$ cat config.mk
export PLATFORM = sky130hd
export DESIGN_NAME = stack_machine_executor_top_flat
export DESIGN_NICKNAME = d
export VERILOG_FILES = /design/src/rtl/core/sme_pkg.sv /design/src/rtl/core/sme_if.sv /design/src/rtl/core/sme_cell.sv /design/src/rtl/core/sme_alu.sv /design/src/rtl/core/stack_machine_executor_top.sv /design/src/flat_wrapper.sv
export SDC_FILE = /design/constraint.sdc
export NUM_CORES = 2
export LEC_CHECK = 0
export ABC_AREA = 1
export BUFFER_PORTS_ARGS = -buffer_cell sky130_fd_sc_hd__buf_2
export CORE_UTILIZATION = 60
export DETAILED_ROUTE_END_ITERATION = 8
export PLACE_DENSITY = 0.73
export SYNTH_ARGS = -nofsm -noshare
export SYNTH_HDL_FRONTEND = slang
export SYNTH_SLANG_ARGS = --single-unit
export TNS_END_PERCENT = 5
$ cat constraint.sdc
create_clock -name i_clk -period 19.63 [get_ports i_clk]
set_input_delay 1.963 -clock i_clk [delete_from_list [all_inputs] [get_ports i_clk]]
set_output_delay 1.963 -clock i_clk [all_outputs]
set_load 0.03 [all_outputs]
$ cat src/rtl/core/sme_pkg.sv
// shared types and constants for the stack machine executor
`default_nettype none

package sme_pkg;

    // stack geometry and drain limit
    localparam int STACK_DEPTH = 16;
    localparam int MAX_RESULTS = 16;
    localparam int WORD_W      = 32;
    localparam int CMD_W       = 3;
    localparam int STAT_W      = 2;
    localparam int CNT_W       = $clog2(STACK_DEPTH + 1);
    localparam int DRAIN_W     = $clog2(MAX_RESULTS);

    typedef logic [WORD_W-1:0] t_word;

    // instruction codes
    typedef enum logic [CMD_W-1:0] {
        CMD_PUSH = 3'd0,
        CMD_POP  = 3'd1,
        CMD_ADD  = 3'd2,
        CMD_SUB  = 3'd3,
        CMD_MUL  = 3'd4,
        CMD_OUT  = 3'd5,
        CMD_HALT = 3'd6
    } t_cmd;

    // result status codes
    typedef enum logic [STAT_W-1:0] {
        STAT_OK     = 2'd0,
        STAT_HALTED = 2'd1,
        STAT_UNDER  = 2'd2,
        STAT_OVER   = 2'd3
    } t_status;

    // sequencer states
    typedef enum logic {
        S_EXEC  = 1'b0,
        S_DRAIN = 1'b1
    } t_state;

    // per-cell shift control
    typedef struct packed {
        logic shift_down;
        logic shift_up;
    } t_cell_ctrl;

    // one result item
    typedef struct packed {
        t_word   value;
        logic    value_valid;
        logic    last;
        t_status status;
    } t_result;

endpackage

`default_nettype wire

$ cat src/rtl/core/sme_if.sv
// handshake interfaces for the instruction and result channels
`default_nettype none

interface sme_cmd_if
    import sme_pkg::*;
();
    logic                     valid;
    logic                     ready;
    logic [CMD_W-1:0]         command;
    logic signed [WORD_W-1:0] operand;

    modport source (output valid, output command, output operand, input ready);
    modport sink   (input valid, input command, input operand, output ready);
endinterface

interface sme_res_if
    import sme_pkg::*;
();
    logic                     valid;
    logic                     ready;
    logic signed [WORD_W-1:0] value;
    logic                     value_valid;
    logic                     last;
    logic [STAT_W-1:0]        status;

    modport source (output valid, output value, output value_valid, output last,
                    output status, input ready);
    modport sink   (input valid, input value, input value_valid, input last,
                    input status, output ready);
endinterface

`default_nettype wire

$ cat src/rtl/core/sme_cell.sv
// one stack cell: holds a word, shifts towards or away from the top
`default_nettype none

module sme_cell
    import sme_pkg::*;
(
    input  wire logic       i_clk,
    input  wire t_cell_ctrl i_ctrl,
    input  wire t_word      i_above,
    input  wire t_word      i_below,
    output t_word           o_value
);

    t_word r_value;

    // payload register, no reset needed
    always_ff @(posedge i_clk) begin
        if (i_ctrl.shift_down) begin
            r_value <= i_above;
        end else if (i_ctrl.shift_up) begin
            r_value <= i_below;
        end
    end

    assign o_value = r_value;

endmodule

`default_nettype wire

$ cat src/rtl/core/sme_alu.sv
// wrapping add, sub and mul of the two top stack words
`default_nettype none

module sme_alu
    import sme_pkg::*;
(
    input  wire t_cmd  i_op,
    input  wire t_word i_top,
    input  wire t_word i_sec,
    output t_word      o_result
);

    t_word w_prod;

    // low word of the product is all that wrapping multiply keeps
    assign w_prod = i_sec * i_top;

    // second minus top for sub
    always_comb begin
        case (i_op)
            CMD_ADD: o_result = i_sec + i_top;
            CMD_SUB: o_result = i_sec - i_top;
            CMD_MUL: o_result = w_prod;
            default: o_result = i_sec + i_top;
        endcase
    end

endmodule

`default_nettype wire

$ cat src/rtl/core/stack_machine_executor_top.sv
// Stack machine executor: a row of shifting stack cells with cell 0 as the top.
// The result item is registered and shows in the cycle after the instruction is taken.
// Throughput: one instruction per cycle while in exec and the result slot is free; out pops
// up to MAX_RESULTS entries, one per cycle while the result slot is free, as only the top cell is read.
// Reset clears stack count, halt flag, sequencer and result valid;
// stack words are not cleared.
`default_nettype none

module stack_machine_executor_top
    import sme_pkg::*;
(
    input  wire logic i_clk,
    input  wire logic i_rst_n,
    sme_cmd_if.sink   i_cmd,
    sme_res_if.source o_res
);

    t_state              r_state, n_state;
    logic [CNT_W-1:0]    r_count, n_count;
    logic [DRAIN_W-1:0]  r_drain_n, n_drain_n;
    logic                r_halted, n_halted;
    logic                r_out_valid;
    t_result             r_res, n_res;
    logic                w_load;
    logic                w_slot_free;
    logic                w_acc;
    t_cmd                w_cmd;
    t_word               w_top_in;
    t_word               w_alu;
    t_word               w_cell [STACK_DEPTH];
    t_cell_ctrl          w_ctrl [STACK_DEPTH];
    logic                w_all_down;
    logic                w_all_up;
    logic                w_arith;

    assign w_cmd       = t_cmd'(i_cmd.command);
    assign w_slot_free = !r_out_valid || o_res.ready;
    assign i_cmd.ready = (r_state == S_EXEC) && w_slot_free;
    assign w_acc       = i_cmd.valid && i_cmd.ready;

    // row of stack cells
    genvar gi;
    generate
        for (gi = 0; gi < STACK_DEPTH; gi++) begin : g_cell
            t_word w_above;
            t_word w_below;
            if (gi == 0) begin : g_head
                assign w_above = w_top_in;
            end else begin : g_body
                assign w_above = w_cell[gi-1];
            end
            if (gi == STACK_DEPTH - 1) begin : g_tail
                assign w_below = '0;
            end else begin : g_inner
                assign w_below = w_cell[gi+1];
            end
            sme_cell u_cell (
                .i_clk   (i_clk),
                .i_ctrl  (w_ctrl[gi]),
                .i_above (w_above),
                .i_below (w_below),
                .o_value (w_cell[gi])
            );
        end
    endgenerate

    // arithmetic on the two top cells
    sme_alu u_alu (
        .i_op     (w_cmd),
        .i_top    (w_cell[0]),
        .i_sec    (w_cell[1]),
        .o_result (w_alu)
    );

    // cell control: push shifts all down, pop and out pull all up, arithmetic loads the top and pulls the rest up
    always_comb begin
        for (int i = 0; i < STACK_DEPTH; i++) begin
            w_ctrl[i].shift_down = w_all_down || (w_arith && (i == 0));
            w_ctrl[i].shift_up   = w_all_up || (w_arith && (i != 0));
        end
    end

    // sequencer register
    always_ff @(posedge i_clk) begin
        if (!i_rst_n) begin
            r_state     <= S_EXEC;
            r_count     <= '0;
            r_drain_n   <= '0;
            r_halted    <= 1'b0;
            r_out_valid <= 1'b0;
        end else begin
            r_state   <= n_state;
            r_count   <= n_count;
            r_drain_n <= n_drain_n;
            r_halted  <= n_halted;
            if (w_load) begin
                r_out_valid <= 1'b1;
            end else if (o_res.ready) begin
                r_out_valid <= 1'b0;
            end
        end
    end

    // result payload register
    always_ff @(posedge i_clk) begin
        if (w_load) begin
            r_res <= n_res;
        end
    end

    // instruction decode, drain sequencing and result formation
    always_comb begin
        n_state     = r_state;
        n_count     = r_count;
        n_drain_n   = r_drain_n;
        n_halted    = r_halted;
        w_load      = 1'b0;
        w_all_down  = 1'b0;
        w_all_up    = 1'b0;
        w_arith     = 1'b0;
        w_top_in    = t_word'(i_cmd.operand);
        n_res.value       = '0;
        n_res.value_valid = 1'b0;
        n_res.last        = 1'b1;
        n_res.status      = STAT_OK;

        case (r_state)
            S_EXEC: begin
                if (w_acc) begin
                    w_load = 1'b1;
                    if (r_halted) begin
                        n_res.status = STAT_HALTED;
                    end else begin
                        case (w_cmd)
                            CMD_PUSH: begin
                                if (r_count == CNT_W'(STACK_DEPTH)) begin
                                    n_res.status = STAT_OVER;
                                end else begin
                                    w_all_down = 1'b1;
                                    n_count    = r_count + 1'b1;
                                end
                            end
                            CMD_POP: begin
                                if (r_count == '0) begin
                                    n_res.status = STAT_UNDER;
                                end else begin
                                    w_all_up = 1'b1;
                                    n_count  = r_count - 1'b1;
                                end
                            end
                            CMD_ADD, CMD_SUB, CMD_MUL: begin
                                if (r_count < CNT_W'(2)) begin
                                    n_res.status = STAT_UNDER;
                                end else begin
                                    w_arith  = 1'b1;
                                    w_top_in = w_alu;
                                    n_count  = r_count - 1'b1;
                                end
                            end
                            CMD_OUT: begin
                                if (r_count != '0) begin
                                    w_all_up          = 1'b1;
                                    n_count           = r_count - 1'b1;
                                    n_res.value       = w_cell[0];
                                    n_res.value_valid = 1'b1;
                                    n_res.last        = (r_count == CNT_W'(1)) ||
                                                        (MAX_RESULTS == 1);
                                    n_drain_n         = DRAIN_W'(1);
                                    if (!n_res.last) begin
                                        n_state = S_DRAIN;
                                    end
                                end
                            end
                            CMD_HALT: begin
                                n_halted     = 1'b1;
                                n_res.status = STAT_HALTED;
                            end
                            default: begin
                            end
                        endcase
                    end
                end
            end
            S_DRAIN: begin
                if (w_slot_free) begin
                    w_load            = 1'b1;
                    w_all_up          = 1'b1;
                    n_count           = r_count - 1'b1;
                    n_drain_n         = r_drain_n + 1'b1;
                    n_res.value       = w_cell[0];
                    n_res.value_valid = 1'b1;
                    n_res.last        = (r_count == CNT_W'(1)) ||
                                        (r_drain_n == DRAIN_W'(MAX_RESULTS - 1));
                    if (n_res.last) begin
                        n_state = S_EXEC;
                    end
                end
            end
            default: begin
                n_state = S_EXEC;
            end
        endcase
    end

    // result channel
    assign o_res.valid       = r_out_valid;
    assign o_res.value       = r_res.value;
    assign o_res.value_valid = r_res.value_valid;
    assign o_res.last        = r_res.last;
    assign o_res.status      = r_res.status;

    // stack count stays within the row of cells
    a_count_range: assert property (@(posedge i_clk) disable iff (!i_rst_n)
        r_count <= CNT_W'(STACK_DEPTH))
        else $error("stack count beyond depth");

    // halt is sticky until reset
    a_halt_sticky: assert property (@(posedge i_clk) disable iff (!i_rst_n)
        r_halted |=> r_halted)
        else $error("halt flag dropped");

    // no instruction taken while draining
    a_drain_block: assert property (@(posedge i_clk) disable iff (!i_rst_n)
        (r_state == S_DRAIN) |-> !i_cmd.ready)
        else $error("instruction accepted during drain");

    // every popped result removes exactly one entry
    a_pop_count: assert property (@(posedge i_clk) disable iff (!i_rst_n)
        (w_load && n_res.value_valid) |=> (r_count + 1'b1 == $past(r_count)))
        else $error("stack count not decremented on popped item");

endmodule

`default_nettype wire
$ cat src/flat_wrapper.sv
// flat-port wrapper written by rule: the top's interface ports become plain ports
module stack_machine_executor_top_flat import sme_pkg::*;
  (i_clk, i_rst_n, i_cmd_valid, i_cmd_command, i_cmd_operand, i_cmd_ready, o_res_valid, o_res_value, o_res_value_valid, o_res_last, o_res_status, o_res_ready);
  sme_cmd_if i_cmd_i ();
  sme_res_if o_res_i ();
  input  wire logic i_clk;
  input  wire logic i_rst_n;
  input wire logic [$bits(i_cmd_i.valid)-1:0] i_cmd_valid;
  input wire logic [$bits(i_cmd_i.command)-1:0] i_cmd_command;
  input wire logic [$bits(i_cmd_i.operand)-1:0] i_cmd_operand;
  output wire logic [$bits(i_cmd_i.ready)-1:0] i_cmd_ready;
  output wire logic [$bits(o_res_i.valid)-1:0] o_res_valid;
  output wire logic [$bits(o_res_i.value)-1:0] o_res_value;
  output wire logic [$bits(o_res_i.value_valid)-1:0] o_res_value_valid;
  output wire logic [$bits(o_res_i.last)-1:0] o_res_last;
  output wire logic [$bits(o_res_i.status)-1:0] o_res_status;
  input wire logic [$bits(o_res_i.ready)-1:0] o_res_ready;
  assign i_cmd_i.valid = i_cmd_valid;
  assign i_cmd_i.command = i_cmd_command;
  assign i_cmd_i.operand = i_cmd_operand;
  assign i_cmd_ready = i_cmd_i.ready;
  assign o_res_valid = o_res_i.valid;
  assign o_res_value = o_res_i.value;
  assign o_res_value_valid = o_res_i.value_valid;
  assign o_res_last = o_res_i.last;
  assign o_res_status = o_res_i.status;
  assign o_res_i.ready = o_res_ready;
  stack_machine_executor_top u_core (.i_clk(i_clk), .i_rst_n(i_rst_n), .i_cmd(i_cmd_i), .o_res(o_res_i));
endmodule
==> flow_metrics.env <==
export IMPL_num_fill_cells=5965
export IMPL_fp_row_count=98
export IMPL_worstRegToRegCells=25
export IMPL_ys_seq_elements=560
export IMPL_synth_distinct_cells=52
export IMPL_start_kind="flop"
export IMPL_track_usage_pct=29.7
export IMPL_synth_top_family_by_area="adder cells"
export IMPL_muxShareOfSynthArea_pct=0
export IMPL_netlist_area_sq_um=43400
export IMPL_firstDrtPassIters=6
export IMPL_cts_resized=0
export IMPL_regArea_sq_um=16700
export IMPL_antenna_left=0
export IMPL_wire_per_inst_um=17.4
export IMPL_num_io_pins=77
export IMPL_period_share_pct=37.9
export IMPL_max_freq_ghz=0.134
export IMPL_dieArea_sq_um=73400
export IMPL_clk_latency_ps=660
export IMPL_numCtsBuffers=59
export IMPL_areaGrowthSynthToFinish_pct=6.57
export IMPL_slew_violations=0
export IMPL_synth_cells=5153
export IMPL_finalClockSkew_ps=42.4
export IMPL_synth_xor_area_share_pct=0.987
export IMPL_multiInputGateArea_sq_um=22100
export IMPL_layout_min_cycle_time_ps=7440
export IMPL_cp_data_arrival_time_ps=7830
export IMPL_syn_num_nets=5761
export IMPL_synthAdderAreaFrac_pct=23.5
export IMPL_grt_pass1_wl_um=172000
export IMPL_worstHoldPathType="reg2reg"
export IMPL_maxCapViolCount=0
export IMPL_synth_compound_gate_area_share_pct=4.50
export IMPL_end_kind="flop"
export IMPL_critPathMaxFanout=13
export IMPL_synthSimpleGateAreaFrac_pct=22.0
export IMPL_grt_pass1_vias=32300
export IMPL_portBuffers=76
export IMPL_start_util_pct=60.7
export IMPL_ctsHoldBuffers=0
export IMPL_route_detailed_drc=0
export IMPL_final_util_pct=64.7
export IMPL_post_cts_buffers=0
export IMPL_min_path_cells=1
export IMPL_hold_violations=0
export IMPL_tightest_slew_ps=1120
export IMPL_clkSinkCount=560
export IMPL_vias_per_cell=5.38
export IMPL_hpwl_um=72700
export IMPL_routed_wirelength_um=106000
export IMPL_max_slew_margin_pct=25.2
export IMPL_fin_tns_setup_ps=0
export IMPL_drt_iter0_drc=3332
export IMPL_outcome="finished, final reports clean"
export IMPL_core_sq_um=71500
export IMPL_critical_path_class="reg2reg"
export IMPL_dieHeight_um=271
export IMPL_fin_nets=5706
export IMPL_clockRootBuffer="clkbuf_16"
export IMPL_antenna_found_initial=0
export IMPL_rsz0062_at_grt="no"
export IMPL_critPathRequiredTime_ps=20020
export IMPL_gp_congestion=1.02
export IMPL_grt_max_degree=222
export IMPL_setup_violations=0
export IMPL_num_vias=32800
export IMPL_die_x_um=271
export IMPL_grt_remaining_overflow=0
export IMPL_seq_area_frac_synth_pct=38.5
export IMPL_yosysWarnings=0
export IMPL_cts_path_max_buffers=3
export IMPL_htree_levels=2
export IMPL_syn_area_per_cell_sq_um=8.42
export IMPL_path_clk_slew_ps=60
export IMPL_drive_above_1_share_pct=4.82
export IMPL_cts_tree="yes"
-- critical path, cell delays in order, from the launching register on --
cell	delay, ps
edfxtp_1	870
buf_4	370
nand2_1	80
inv_1	80
fa_1	420
fa_1	500
inv_1	60
fa_1	500
fa_1	520
inv_1	60
fa_1	580
fa_1	430
fa_1	510
fa_1	420
ha_1	390
nand2_1	110
nor4_1	390
nand3_1	130
nand3_1	210
a21oi_1	150
inv_1	80
nand3_1	70
nand3_1	80
nand2_1	60
nand2_1	50
nand2_1	50
-- cells in the mapped netlist, drive strengths merged --
cell type	n	share of area (%)
nor3	24	0.37
nor2	182	1.6
nand3	114	1.3
ha	160	4.6
inv	945	8.2
a221oi	5	0.12
nand4	20	0.30
dfxtp	12	0.55
a221o	1	0.023
xor2	37	0.76
a21oi	104	1.2
o311ai	1	0.020
clkbuf	139	1.2
a211oi	1	0.017
o21bai	12	0.21
a22o	2	0.040
buf	104	1.1
o31ai	4	0.069
a31oi	13	0.19
a31o	1	0.020
a22oi	1	0.017
or2	17	0.25
nor4	6	0.087
a21boi	7	0.12
edfxtp	548	38
o21ai	165	1.9
o221a	3	0.078
xnor2	11	0.22
and3	2	0.029
o21a	4	0.069
o211ai	8	0.15
nand2	2069	18
a21o	14	0.24
fa	409	19
nand3b	8	0.14
-- path summary, 6_finish.rpt --
kind                                       startpoint  slack, ps                                  end
hold reg to reg                   u_core.r_drain_n[0]        490                  u_core.r_drain_n[0]
setup / recovery  u_core.g_cell[0].u_cell.o_value[13]      12190  u_core.g_cell[0].u_cell.o_value[31]
hold / removal                    u_core.r_drain_n[0]        490                  u_core.r_drain_n[0]
setup reg to reg  u_core.g_cell[0].u_cell.o_value[13]      12190  u_core.g_cell[0].u_cell.o_value[31]
-- cells by family after synthesis --
| group | count (synthesis) |
|---|---|
| simple gates | 2442 |
| compound gates | 346 |
| buf+inv | 1188 |
| xor+xnor | 48 |
| fa+ha+maj | 569 |
| flops | 560 |
-- state kept, by name, summed over array words and instances (netlist names) --
name and flops:
u_core.o_res.status 2, u_core.r_halted 1, u_core.r_count 5, u_core.o_res.value_valid 1, u_core.o_res.value 32, u_core.o_res.valid 1, u_core.r_drain_n 4, u_core.o_res.last 1
u_core.r_state 1, u_core.g_cell.u_cell.o_value 512
-- final cells by class --
cell class | count | share of cell area [%]
multi-input combinational | 3405 | 47.9
sequential | 560 | 36.1
inverter | 945 | 7.69
clock buffer | 70 | 3.28
tap | 950 | 2.57
timing repair buffer | 127 | 1.76
clock inverter | 34 | 0.682
antenna | 1 | 0.00541
-- metrics by stage --
step,area (sq um),hold WS [ps],instances,worst slack [ps]
after floorplan,43400,449,5153,4940
after global placement,44400,465,5987,12380
after detailed placement,44400,476,5987,12270
after CTS,46200,490,6091,12250
after global routing,46200,504,6091,11860
final,46200,491,6092,12190
-- placed cells by master (no fill, tap or decap), types with 76 or more instances in the layout --
cell | synthesis | final
a21oi_1 | 103 | 103
buf_2 | 74 | 76
edfxtp_1 | 548 | 548
fa_1 | 409 | 409
ha_1 | 160 | 160
inv_1 | 937 | 936
nand2_1 | 2069 | 2068
nand3_1 | 114 | 114
nor2_1 | 176 | 175
o21ai_0 | 111 | 111
-- routing by layer --
metal	part of all wire [%]	up-vias	global-route usage, %
met5	0	-	0
met4	3.7	0	10.8
met1	42	15600	42.6
li1	-	15600	-
met2	45	1317	46.2
met3	8.8	240	4.52
Power is left out: the tool's default activity adds up to more than one toggle a clock period on the data nets, which glitch-free logic cannot reach.
